===== src/rtl/core/ilte_pkg.sv =====
// Shared constants, codes and types for the indexed list table engine.
package ilte_pkg;

    localparam int CAPACITY = 64;
    localparam int ELEM_W   = 32;
    localparam int IDX_W    = $clog2(CAPACITY);
    localparam int CNT_W    = IDX_W + 1;

    localparam logic [CNT_W-1:0] CAP_CNT  = CNT_W'(CAPACITY);
    localparam logic [6:0]       NONE_POS = 7'h7F;

    // request codes
    localparam logic [3:0] FN_PUSH    = 4'd0;
    localparam logic [3:0] FN_POP     = 4'd1;
    localparam logic [3:0] FN_READ    = 4'd2;
    localparam logic [3:0] FN_WRITE   = 4'd3;
    localparam logic [3:0] FN_INSERT  = 4'd4;
    localparam logic [3:0] FN_DELETE  = 4'd5;
    localparam logic [3:0] FN_DELRNG  = 4'd6;
    localparam logic [3:0] FN_DELVAL  = 4'd7;
    localparam logic [3:0] FN_SEARCH  = 4'd8;
    localparam logic [3:0] FN_EXTEND  = 4'd9;
    localparam logic [3:0] FN_CLEAR   = 4'd10;

    // status codes
    localparam logic [2:0] STS_OK       = 3'd0;
    localparam logic [2:0] STS_FULL     = 3'd1;
    localparam logic [2:0] STS_EMPTY    = 3'd2;
    localparam logic [2:0] STS_RANGE    = 3'd3;
    localparam logic [2:0] STS_NOTFOUND = 3'd4;

    // broadcast cell operations
    localparam logic [2:0] CELL_HOLD   = 3'd0;
    localparam logic [2:0] CELL_PUT    = 3'd1;
    localparam logic [2:0] CELL_INSERT = 3'd2;
    localparam logic [2:0] CELL_REMOVE = 3'd3;
    localparam logic [2:0] CELL_FILL   = 3'd4;
    localparam logic [2:0] CELL_CMP    = 3'd5;

    typedef struct packed {
        logic [2:0]        op;
        logic [CNT_W-1:0]  pos;
        logic [CNT_W-1:0]  lim;
        logic [ELEM_W-1:0] value;
    } t_cell_cmd;

endpackage


===== src/rtl/core/ilte_cell.sv =====
// One storage cell of the list: holds an entry, shifts with its neighbors, compares.
module ilte_cell (
    input  logic                               i_clk,
    input  logic [ilte_pkg::IDX_W-1:0]         i_index,
    input  ilte_pkg::t_cell_cmd                i_cmd,
    input  logic [ilte_pkg::ELEM_W-1:0]        i_from_lower,
    input  logic [ilte_pkg::ELEM_W-1:0]        i_from_upper,
    output logic [ilte_pkg::ELEM_W-1:0]        o_data,
    output logic                               o_hit
);

    logic [ilte_pkg::ELEM_W-1:0] r_data;
    logic [ilte_pkg::ELEM_W-1:0] n_data;
    logic                        r_hit;
    logic [ilte_pkg::CNT_W-1:0]  w_idx;
    logic [ilte_pkg::CNT_W-1:0]  w_idx_up;

    assign w_idx    = {1'b0, i_index};
    assign w_idx_up = w_idx + ilte_pkg::CNT_W'(1);

    always_comb begin
        n_data = r_data;
        unique case (i_cmd.op)
            ilte_pkg::CELL_PUT: begin
                if (w_idx == i_cmd.pos) n_data = i_cmd.value;
            end
            ilte_pkg::CELL_INSERT: begin
                if (w_idx == i_cmd.pos) begin
                    n_data = i_cmd.value;
                end else if (w_idx > i_cmd.pos && w_idx <= i_cmd.lim) begin
                    n_data = i_from_lower;
                end
            end
            ilte_pkg::CELL_REMOVE: begin
                if (w_idx >= i_cmd.pos && w_idx_up < i_cmd.lim) n_data = i_from_upper;
            end
            ilte_pkg::CELL_FILL: begin
                if (w_idx >= i_cmd.pos && w_idx < i_cmd.lim) n_data = '0;
            end
            default: n_data = r_data;
        endcase
    end

    always_ff @(posedge i_clk) begin
        r_data <= n_data;
        if (i_cmd.op == ilte_pkg::CELL_CMP) begin
            r_hit <= (r_data == i_cmd.value) && (w_idx < i_cmd.lim);
        end
    end

    assign o_data = r_data;
    assign o_hit  = r_hit;

endmodule


===== config.mk =====
export PLATFORM = sky130hd
export DESIGN_NAME = ilte_cell
export DESIGN_NICKNAME = d
export VERILOG_FILES = /design/src/rtl/core/ilte_pkg.sv /design/src/rtl/core/ilte_cell.sv
export SDC_FILE = /design/constraint.sdc
export NUM_CORES = 1
export LEC_CHECK = 0
export ABC_AREA = 1
export BUFFER_PORTS_ARGS = -buffer_cell sky130_fd_sc_hd__buf_2
export CORE_ASPECT_RATIO = 1.4
export CORE_MARGIN = 1.5
export CORE_UTILIZATION = 48
export CTS_CLUSTER_DIAMETER = 150
export DETAILED_ROUTE_END_ITERATION = 12
export GPL_ROUTABILITY_DRIVEN = 0
export GPL_TIMING_DRIVEN = 0
export MAX_ROUTING_LAYER = met4
export PLACE_DENSITY = 0.92
export SLEW_MARGIN = 20
export SYNTH_ARGS = -nofsm -noshare
export SYNTH_HDL_FRONTEND = slang
export SYNTH_SLANG_ARGS = --single-unit

===== constraint.sdc =====
create_clock -name i_clk -period 3.65 [get_ports i_clk]
set_clock_uncertainty 0.15 [all_clocks]
set_input_delay 0.1825 -clock i_clk [delete_from_list [all_inputs] [get_ports i_clk]]
set_output_delay 0.1825 -clock i_clk [all_outputs]
set_load 0.01 [all_outputs]

==> results.sh <==
export IMPL_outcome="completed"
export IMPL_ctsHoldBuffers=0
export IMPL_coreArea_mm2=0.006525
export IMPL_max_freq_ghz=0.4179
export IMPL_path_class="in -> reg"
export IMPL_dpl_worst_slack_ps=948.2
export IMPL_fp_dieH_um=99.81
export IMPL_ios=153
export IMPL_max_slew_margin_pct=68.92
export IMPL_postSynth_asyncResetShare_pct=0
export IMPL_rsz0062_at_grt="no"
export IMPL_cp_arrival_ps=2240
export IMPL_drive_above_1_share_pct=28.55
export IMPL_area_growth_synth_to_final_pct=30.22
export IMPL_crit_slowest_cell="nor2_4"
export IMPL_syn_area_per_cell_um2=6.598
export IMPL_start_kind="primary input"
export IMPL_ys_flop_type="edfxtp_1"
export IMPL_port_buffers=152
export IMPL_cap_violations=0
export IMPL_dieArea_mm2=0.007200
export IMPL_worstMarginPinSlew_ps=465.1
export IMPL_grt_pass1_wl_um=16010
export IMPL_leakagePower_uw=0.002403
export IMPL_ctsHtreeMaxLevel=2
export IMPL_initial_core_util_pct=49.24
export IMPL_fin_crit_sh_pct=65.57
export IMPL_synth_edff_count=33
export IMPL_yosysWarnings=0
export IMPL_routed_wl_um=9924
export IMPL_cp_max_fo=21
export IMPL_end_kind="flop"
export IMPL_hpwl_um=8005
export IMPL_vias=3751
export IMPL_fill_cells=612
export IMPL_die_w_um=72.15
export IMPL_hold_ws_ps=41.45
export IMPL_setup_ws_ps=1257
export IMPL_grt_antenna_before_repair=0
export IMPL_grt_busiest_layer="met2"
export IMPL_cts_buffers=5
export IMPL_hold_class="in -> reg"
export IMPL_clockRootBuffer="clkbuf_8"
export IMPL_route_detailed_drc=0
export IMPL_worst_r2r_setup_slack_ps=2330
export IMPL_setup_tns_ps=0
export IMPL_diodes=0
export IMPL_grt_max_degree=22
export IMPL_firstDrtPassIters=5
export IMPL_critPathLaunch="i_index[0]"
export IMPL_track_usage_pct=28.83
export IMPL_clkLatencyLatePin_ps=280
export IMPL_utilization_pct=64.12
export IMPL_wl_per_cell_um=13.75
export IMPL_grt_ovfl_total=0
export IMPL_ys_types=25
export IMPL_clock_path_buffers=2
export IMPL_pwr_density_cell_mw_per_mm2=260.1
export IMPL_ant_nets=0
export IMPL_ys_seq_area_share_pct=30.84
export IMPL_netlist_area_mm2=0.003213
export IMPL_synth_cells=487
export IMPL_drtIter0Drc=225
export IMPL_postCtsResizedCells=0
export IMPL_drv_slew=0
export IMPL_grt_pass1_vias=3802
export IMPL_cp_required_ps=3490
export IMPL_clkSlewWorstSetupHoldPaths_ps=70
export IMPL_rows=35
export IMPL_ir_drop_uv=133.3
export IMPL_grtUsageMet1_pct=29.94
export IMPL_fin_crit_ps=2393
export IMPL_tritoncts="yes"
export IMPL_endpoint="o_data[17]$_DFFE_PP_"
export IMPL_synth_seq_cells=33
export IMPL_cts_num_sinks=33
export IMPL_cpMostUsedCell="nand2_1"
export IMPL_r2r_start="o_data[17]$_DFFE_PP_"
export IMPL_use_met2_pct=52.92
export IMPL_cp_cell_sequence="buf_2 -> ha_1 -> nand3_1 -> xor2_1 -> inv_1 -> ha_1 -> nand2_1 -> inv_1 -> o21bai_1 -> nand3_1 -> nand2_1 -> nand2_1 -> nor2_4 -> buf_16"
export IMPL_syn_num_nets=627
export IMPL_worstReg2RegEnd="o_hit$_DFFE_PN_"
export IMPL_post_drt_via_cell_ratio=5.195
export IMPL_finalSetupViolCount=0
export IMPL_cts_setup_buffers=0
export IMPL_slowest_delay_ps=380
export IMPL_fin_total_pwr_uw=1088
export IMPL_grt_use_met3_pct=4.116
export IMPL_hold_viol=0
export IMPL_reg2regPathDepth=6
export IMPL_nets=787
## area by class of cell
class                           instances  area (um^2)  area share, %
Clock inverter                          2        10.01         0.2392
Inverter                               75        281.5          6.728
Timing Repair Buffer                  153        788.3          18.84
Sequential cell                        33        991.0          23.68
Buffer                                 17        122.6          2.931
Tap cell                               74        92.59          2.213
Clock buffer                            6        72.57          1.734
Multi-Input combinational cell        362         1826          43.63
## worst min path at each step
stage | endpoint | startpoint | slack [ps] | cells past startpoint
after detailed placement | o_data[28]$_DFFE_PP_ | i_from_upper[28] | 330 | 3
after global placement | o_data[11]$_DFFE_PP_ | i_from_upper[11] | 320 | 3
after floorplan | o_hit$_DFFE_PN_ | i_cmd[47] | 230 | 1
after CTS | o_data[0]$_DFFE_PP_ | i_from_upper[0] | 30 | 3
after global routing | o_data[5]$_DFFE_PP_ | i_from_upper[5] | 30 | 3
final | o_data[0]$_DFFE_PP_ | i_from_upper[0] | 40 | 3
## kinds of logic after synthesis
| family | synth area share, % |
|---|---|
| simple gates | 35.55 |
| fa+ha+maj | 7.788 |
| buf+inv | 12.58 |
| xor+xnor | 5.452 |
| flops | 30.84 |
| compound gates | 7.788 |
## synthesized netlist by cell type (2+ instances only)
master	count	share of area, %
inv_1	73	8.5
buf_2	8	1.2
o211ai_2	2	0.78
o211ai_1	14	3.3
nor2_1	30	3.5
nand3b_1	3	0.70
nor3_1	2	0.31
o21ai_0	13	2.0
inv_2	2	0.23
nand3_1	40	6.2
buf_6	5	1.8
buf_4	3	0.70
xor2_1	20	5.5
a21oi_1	5	0.78
o21ai_1	3	0.47
ha_1	20	7.8
edfxtp_1	33	31
nand2_1	202	24
nor2_2	3	0.58
## state kept, by name, summed over array words and instances, names as in the netlist
name    flops
o_data     32
o_hit       1
## layout by cell type (no fill, tap or decap)
cell type,instances
nand2_1,202
buf_2,160
inv_1,73
nand3_1,40
edfxtp_1,33
nor2_1,29
xor2_1,20
ha_1,20
o211ai_1,14
o21ai_0,13
buf_6,5
a21oi_1,5
clkbuf_8,5
nor2_2,3
buf_4,3
o21ai_1,3
nand3b_1,3
clkbuf_1,2
inv_2,2
o211ai_2,2
nor3_1,2
clkinv_2,2
nand2_2,1
and2_1,1
a21boi_0,1
nor3b_1,1
o21bai_1,1
nor2_4,1
buf_16,1
## report_power, final
group	internal (uW)	switching, uW
clock	132	134
combinational	153	197
sequential	454	18.0
total	739	349
## layer usage
metal	share of wire, %	up-vias
met5	0	-
met4	3.1	0
met3	6.5	26
met2	52	187
met1	38	1688
li1	-	1850
## critical path: cells and delay by family
family / cells / cell delay (ps)
xor+xnor: 1 / 170
fa+ha+maj: 2 / 510
buf+inv: 4 / 450
compound gates: 1 / 110
simple gates: 6 / 800
## metrics by stage
stage / cell area, um^2 / std cells
3_5_place_dp: 4101 / 714
6_report: 4184 / 722
2_1_floorplan: 3213 / 487
3_3_place_gp: 4066 / 713
5_1_grt: 4184 / 722
4_1_cts: 4184 / 722
Note: power is estimated with default switching activity, not from simulation.
