[src/rtl/core/ilte_pkg.sv]
// Shared constants, codes and types for the indexed list table engine.
package ilte_pkg;

    localparam int CAPACITY = 64;
    localparam int ELEM_W   = 32;
    localparam int IDX_W    = $clog2(CAPACITY);
    localparam int CNT_W    = IDX_W + 1;

    localparam logic [CNT_W-1:0] CAP_CNT  = CNT_W'(CAPACITY);
    localparam logic [6:0]       NONE_POS = 7'h7F;

    // request codes
    localparam logic [3:0] FN_PUSH    = 4'd0;
    localparam logic [3:0] FN_POP     = 4'd1;
    localparam logic [3:0] FN_READ    = 4'd2;
    localparam logic [3:0] FN_WRITE   = 4'd3;
    localparam logic [3:0] FN_INSERT  = 4'd4;
    localparam logic [3:0] FN_DELETE  = 4'd5;
    localparam logic [3:0] FN_DELRNG  = 4'd6;
    localparam logic [3:0] FN_DELVAL  = 4'd7;
    localparam logic [3:0] FN_SEARCH  = 4'd8;
    localparam logic [3:0] FN_EXTEND  = 4'd9;
    localparam logic [3:0] FN_CLEAR   = 4'd10;

    // status codes
    localparam logic [2:0] STS_OK       = 3'd0;
    localparam logic [2:0] STS_FULL     = 3'd1;
    localparam logic [2:0] STS_EMPTY    = 3'd2;
    localparam logic [2:0] STS_RANGE    = 3'd3;
    localparam logic [2:0] STS_NOTFOUND = 3'd4;

    // broadcast cell operations
    localparam logic [2:0] CELL_HOLD   = 3'd0;
    localparam logic [2:0] CELL_PUT    = 3'd1;
    localparam logic [2:0] CELL_INSERT = 3'd2;
    localparam logic [2:0] CELL_REMOVE = 3'd3;
    localparam logic [2:0] CELL_FILL   = 3'd4;
    localparam logic [2:0] CELL_CMP    = 3'd5;

    typedef struct packed {
        logic [2:0]        op;
        logic [CNT_W-1:0]  pos;
        logic [CNT_W-1:0]  lim;
        logic [ELEM_W-1:0] value;
    } t_cell_cmd;

endpackage

[src/rtl/core/ilte_prio.sv]
// Highest-set-bit encoder over the registered match flags of the cells.
module ilte_prio (
    input  logic [ilte_pkg::CAPACITY-1:0] i_hits,
    output logic                          o_found,
    output logic [ilte_pkg::IDX_W-1:0]    o_index
);

    always_comb begin
        o_index = '0;
        for (int k = 0; k < ilte_pkg::CAPACITY; k++) begin
            if (i_hits[k]) o_index = ilte_pkg::IDX_W'(k);
        end
    end

    assign o_found = |i_hits;

endmodule

[config.mk]
export PLATFORM = sky130hd
export DESIGN_NAME = ilte_prio
export DESIGN_NICKNAME = d
export VERILOG_FILES = /design/src/rtl/core/ilte_pkg.sv /design/src/rtl/core/ilte_prio.sv
export SDC_FILE = /design/constraint.sdc
export NUM_CORES = 1
export LEC_CHECK = 0
export BUFFER_PORTS_ARGS = -buffer_cell sky130_fd_sc_hd__buf_4
export CORE_MARGIN = 2
export CORE_UTILIZATION = 30
export DETAILED_ROUTE_END_ITERATION = 10
export GPL_TIMING_DRIVEN = 0
export PLACE_DENSITY_LB_ADDON = 0.3
export SLEW_MARGIN = 5
export SYNTH_ARGS = -nofsm -noshare
export SYNTH_HDL_FRONTEND = slang
export SYNTH_SLANG_ARGS = --single-unit
export TNS_END_PERCENT = 50
[constraint.sdc]
create_clock -name vclk -period 1.46
set_input_delay 0.073 -clock vclk [all_inputs]
set_output_delay 0.073 -clock vclk [all_outputs]
set_load 0.05 [all_outputs]
==> flow_summary.toml, run 1 <==
[worst_setup_path]
crit_chain = "buf_12, nor4_4, o21ai_2, a2111oi_4, nand3_1, o211ai_1, buf_4"
crit_path_top_delay_cell = "a2111oi_4"
crit_path_start_kind = "input pin"
cp_slowest_stage_delay_ns = 0.31
worstPathArrival_ns = 1.46
path_depth = 7
crit_buf_inv = 2
endpoint_kind = "output pin"
cp.required_ns = 1.39
worstSetupPathType = "in -> out"
path_max_fanout = 5
cp_top_family = "compound AO/OA/AOI/OAI gates"

[logic_synthesis]
synth_area_leaders = "nor2_1 11%, nor4_1 8.8%, o21ai_0 7.0%"
synth_area_um2 = 852
yosys.cell_types.count = 37
yosysSeqAreaShare = 0
yosys.area.top_type_share = 0.115
syn_nets = 210
synthCells = 146
avgSynthCellArea_um2 = 5.84
ys_warn_count = 0
post-synth-top-area-cell = "nor2_1"

[floorplanning]
die_area_um2 = 3280
core-area_um2 = 2730
io_pins = 71
dieHeight_um = 57.3
die_w_um = 57.3
initial_core_util = 0.312
rows = 19

[sta]
drv_slew = 0
worst_slew_pin_slew_ns = 0.508
setup_viol = 3
finalCriticalPeriod_ns = 1.53
timing.hold.ws_ns = 0.557
max_clock_freq_ghz = 0.653
fin_ws_ns = -0.0725
hold_viol_final = 0
finalCritPeriodShare = 1.05
rsz0062_at_grt = "yes"
relSlewSlack = 0.659

[place]
dp.final_hpwl_um = 2640
gp_congestion = 0.827
placed_cells = 248
port_buffers = 71

[worst_hold_path]
whs_path_depth = 5
hold_path_end = "o_index[2]"
hp-start = "i_hits[57]"
hp-class = "in -> out"

[drt]
drt_iter0_drc = 46
wl_per_cell_um = 13.2
vias = 1468
ant_nets = 0
routed_wl_um = 3370
drt-pass1-iter-count = 4
drc = 0
viasPerCell = 5.73

[power]
peakVddDrop_mv = 0.155
p_leak_nw = 0.676
p_per_area_nw_per_um2 = 228

[global_routing]
grt_overflow = 0
grt_pass1_wl_um = 5000
grt_antenna_before_repair = 0
track_usage = 0.178
grt_max_degree = 7
grt_pass1_vias = 1275

[run]
drv_cap = 0

[layout]
nNetsFinal = 291
nFlopsAndLatches = 0
final_cell_mix = "65 x buf_4, 23 x nor2_1, 11 x nand2_1"
syn2layout_area_growth_pct = 106
diodes = 0
finish.utilization = 0.642
drive_gt1_frac = 0.480
final_common_cell = "buf_4"
fill_cells = 257
fin_cells = 256
nClkBuffers = 0
seq_area_um2 = 0
multi_input_area_um2 = 1010

[run_status]
violations = "setup timing"
status = "finished, violations left"
==> stage by stage <==
step / power, W / setup slack [ns] / setup TNS [ns] / cell area, µm²
after global routing: 0.000431 / -0.125 / -0.485 / 1760
after global placement: 0.000328 / -0.244 / -0.722 / 1470
after floorplan: 0.000116 / -0.218 / -0.503 / 895
after detailed placement: 0.000330 / -0.261 / -0.656 / 1470
final: 0.000400 / -0.0725 / -0.203 / 1760
after CTS: 0.000354 / -0.136 / -0.381 / 1590
==> cells in the mapped netlist, types with 2 or more instances <==
cell type / number
nor2_1: 26
nor4_1: 12
o21ai_0: 12
nand2_1: 11
inv_1: 10
nor3_1: 8
a21oi_1: 6
nor2b_1: 5
o211ai_1: 5
nand2b_1: 4
nand3_1: 4
nor4_2: 4
a2111oi_0: 3
nand4_1: 3
o21bai_1: 3
o31ai_1: 3
or4_1: 3
a211oi_1: 2
a31oi_1: 2
nor3b_1: 2
o211a_1: 2
==> what timing repair did <==
action,in CTS,in global routing
resized for setup,16,27
hold buffers,0,0
cloned,0,0
setup buffers,5,3
endpoints found under the hold margin,0,0
pin swaps,11,11
endpoints found under the setup margin,5,6
==> how the worst max path moves through the flow <==
stage	to	startpoint
6_report	o_index[0]	i_hits[62]
5_1_grt	o_index[0]	i_hits[62]
4_1_cts	o_found	i_hits[39]
3_5_place_dp	o_found	i_hits[58]
3_3_place_gp	o_found	i_hits[58]
2_1_floorplan	o_index[0]	i_hits[46]
==> final cells by class <==
| type | instances | share of cell area |
|---|---|---|
| tap | 31 | 0.0221 |
| inverter | 10 | 0.0214 |
| multi-input combinational | 136 | 0.575 |
| timing repair buffer | 79 | 0.381 |
==> cells by family after synthesis <==
| group | Yosys count | share of synthesized area |
|---|---|---|
| simple gates | 90 | 0.587 |
| compound gates | 46 | 0.369 |
| buf+inv | 10 | 0.0441 |
==> report_power, final <==
| part | switching [W] | internal, W |
|---|---|---|
| clock | 0 | 0 |
| combinational | 0.000195 | 0.000205 |
| sequential | 0 | 0 |
==> routing by layer <==
metal,global-route usage,vias up,share of wire
met2,0.338,63,0.51
met5,0,-,0
li1,-,731,-
met3,0.0113,0,0.066
met4,0,0,0
met1,0.234,674,0.42
(Power assumes the default switching activity.)
==> run 2: changes to the inputs <==
Settings changed: SLEW_MARGIN 5 to 20, TNS_END_PERCENT 50 to 1.
==> flow_summary.toml, run 2 (synthesized netlist as in run 1, its figures left out) <==
[global_routing]
grt_pass1_wl_um = 5020
grt_pass1_vias = 1273
grt_max_degree = 7
grt_antenna_before_repair = 0
track_usage = 0.178
grt_overflow = 0

[drt]
routed_wl_um = 3220
ant_nets = 0
drt_iter0_drc = 76
drt-pass1-iter-count = 4
drc = 0
viasPerCell = 5.65
vias = 1442
wl_per_cell_um = 12.6

[worst_setup_path]
crit_path_start_kind = "input pin"
timing.critical_path.from = "i_hits[10]"
path_max_fanout = 2
worstPathArrival_ns = 1.50
endpoint_kind = "output pin"
worstSetupPathType = "in -> out"
cp.required_ns = 1.39

[worst_hold_path]
hold_path_end = "o_index[2]"
hp-start = "i_hits[57]"
hp-class = "in -> out"
whs_path_depth = 5

[place]
dp.final_hpwl_um = 2640
gp_congestion = 0.827
dp_slack_ns = -0.261
port_buffers = 71
placed_cells = 248

[layout]
final_cell_mix = "70 x buf_4, 24 x nor2_1, 11 x nand2_1"
diodes = 0
nFlopsAndLatches = 0
finish.utilization = 0.615
nNetsFinal = 290
fill_cells = 266
nClkBuffers = 0
final_common_cell = "buf_4"
fin_cells = 255
drive_gt1_frac = 0.473
seq_area_um2 = 0
syn2layout_area_growth_pct = 97.4

[sta]
fin_ws_ns = -0.113
finalCritPeriodShare = 1.08
setup_viol = 4
relSlewSlack = 0.665
timing.hold.ws_ns = 0.548
drv_slew = 0
finalCriticalPeriod_ns = 1.57
worst_slew_pin_slew_ns = 0.502
hold_viol_final = 0
rsz0062_at_grt = "yes"
max_clock_freq_ghz = 0.636

[power]
p_per_area_nw_per_um2 = 224
peakVddDrop_mv = 0.140
p_leak_nw = 0.656

[run]
drv_cap = 0

[run_status]
violations = "setup timing"
status = "finished, violations left"

[floorplanning]
rows = 19
core-area_um2 = 2730
die_w_um = 57.3
io_pins = 71
dieHeight_um = 57.3
initial_core_util = 0.312
die_area_um2 = 3280

[cts]
holdBufCountCts = 0
-- run 2: layout make-up --
| cell class | count | area [µm²] | area share |
|---|---|---|---|
| multi-input combinational | 136 | 982 | 0.584 |
| timing repair buffer | 78 | 623 | 0.371 |
| inverter | 10 | 37.5 | 0.0223 |
| tap | 31 | 38.8 | 0.0231 |
-- run 2: how the worst max path moves through the flow --
stage                 endpoint  slack (ns)
CTS                    o_found       -0.14
floorplan           o_index[0]       -0.22
global route        o_index[0]       -0.19
global placement       o_found       -0.24
detailed placement     o_found       -0.26
finish              o_index[2]       -0.11
-- run 2: layer usage --
layer / vias up / wire (µm) / global-route usage
met5: - / 0 / 0
met4: 0 / 0 / 0
met3: 0 / 229 / 0.0113
met2: 54 / 1650 / 0.335
met1: 656 / 1340 / 0.238
li1: 732 / - / -
-- run 2: stage by stage --
stage | setup TNS [ns] | cell area, µm² | power, W
final | -0.312 | 1680 | 0.000377
after global routing | -0.637 | 1680 | 0.000409
after CTS | -0.420 | 1570 | 0.000350
after detailed placement | -0.656 | 1470 | 0.000330
after global placement | -0.722 | 1470 | 0.000328
after floorplan | -0.503 | 895 | 0.000116
-- run 2: where the power goes --
| part | internal [W] | switching, W | leakage (nW) |
|---|---|---|---|
| registers | 0 | 0 | 0 |
| clock network | 0 | 0 | 0 |
| logic | 0.000190 | 0.000187 | 0.656 |
-- run 2: worst max-delay path, stage by stage --
cell and delay (ns):
buf_6 0.09, or4_1 0.51, o211a_1 0.23, o211ai_1 0.21
a21oi_2 0.09, nor2_2 0.12, buf_6 0.16
-- run 2: timing repair --
action	CTS	global route
endpoints found under the hold margin	0	0
pin swaps	8	14
setup endpoints to repair	5	6
buffers inserted	4	3
gates resized for setup	14	16
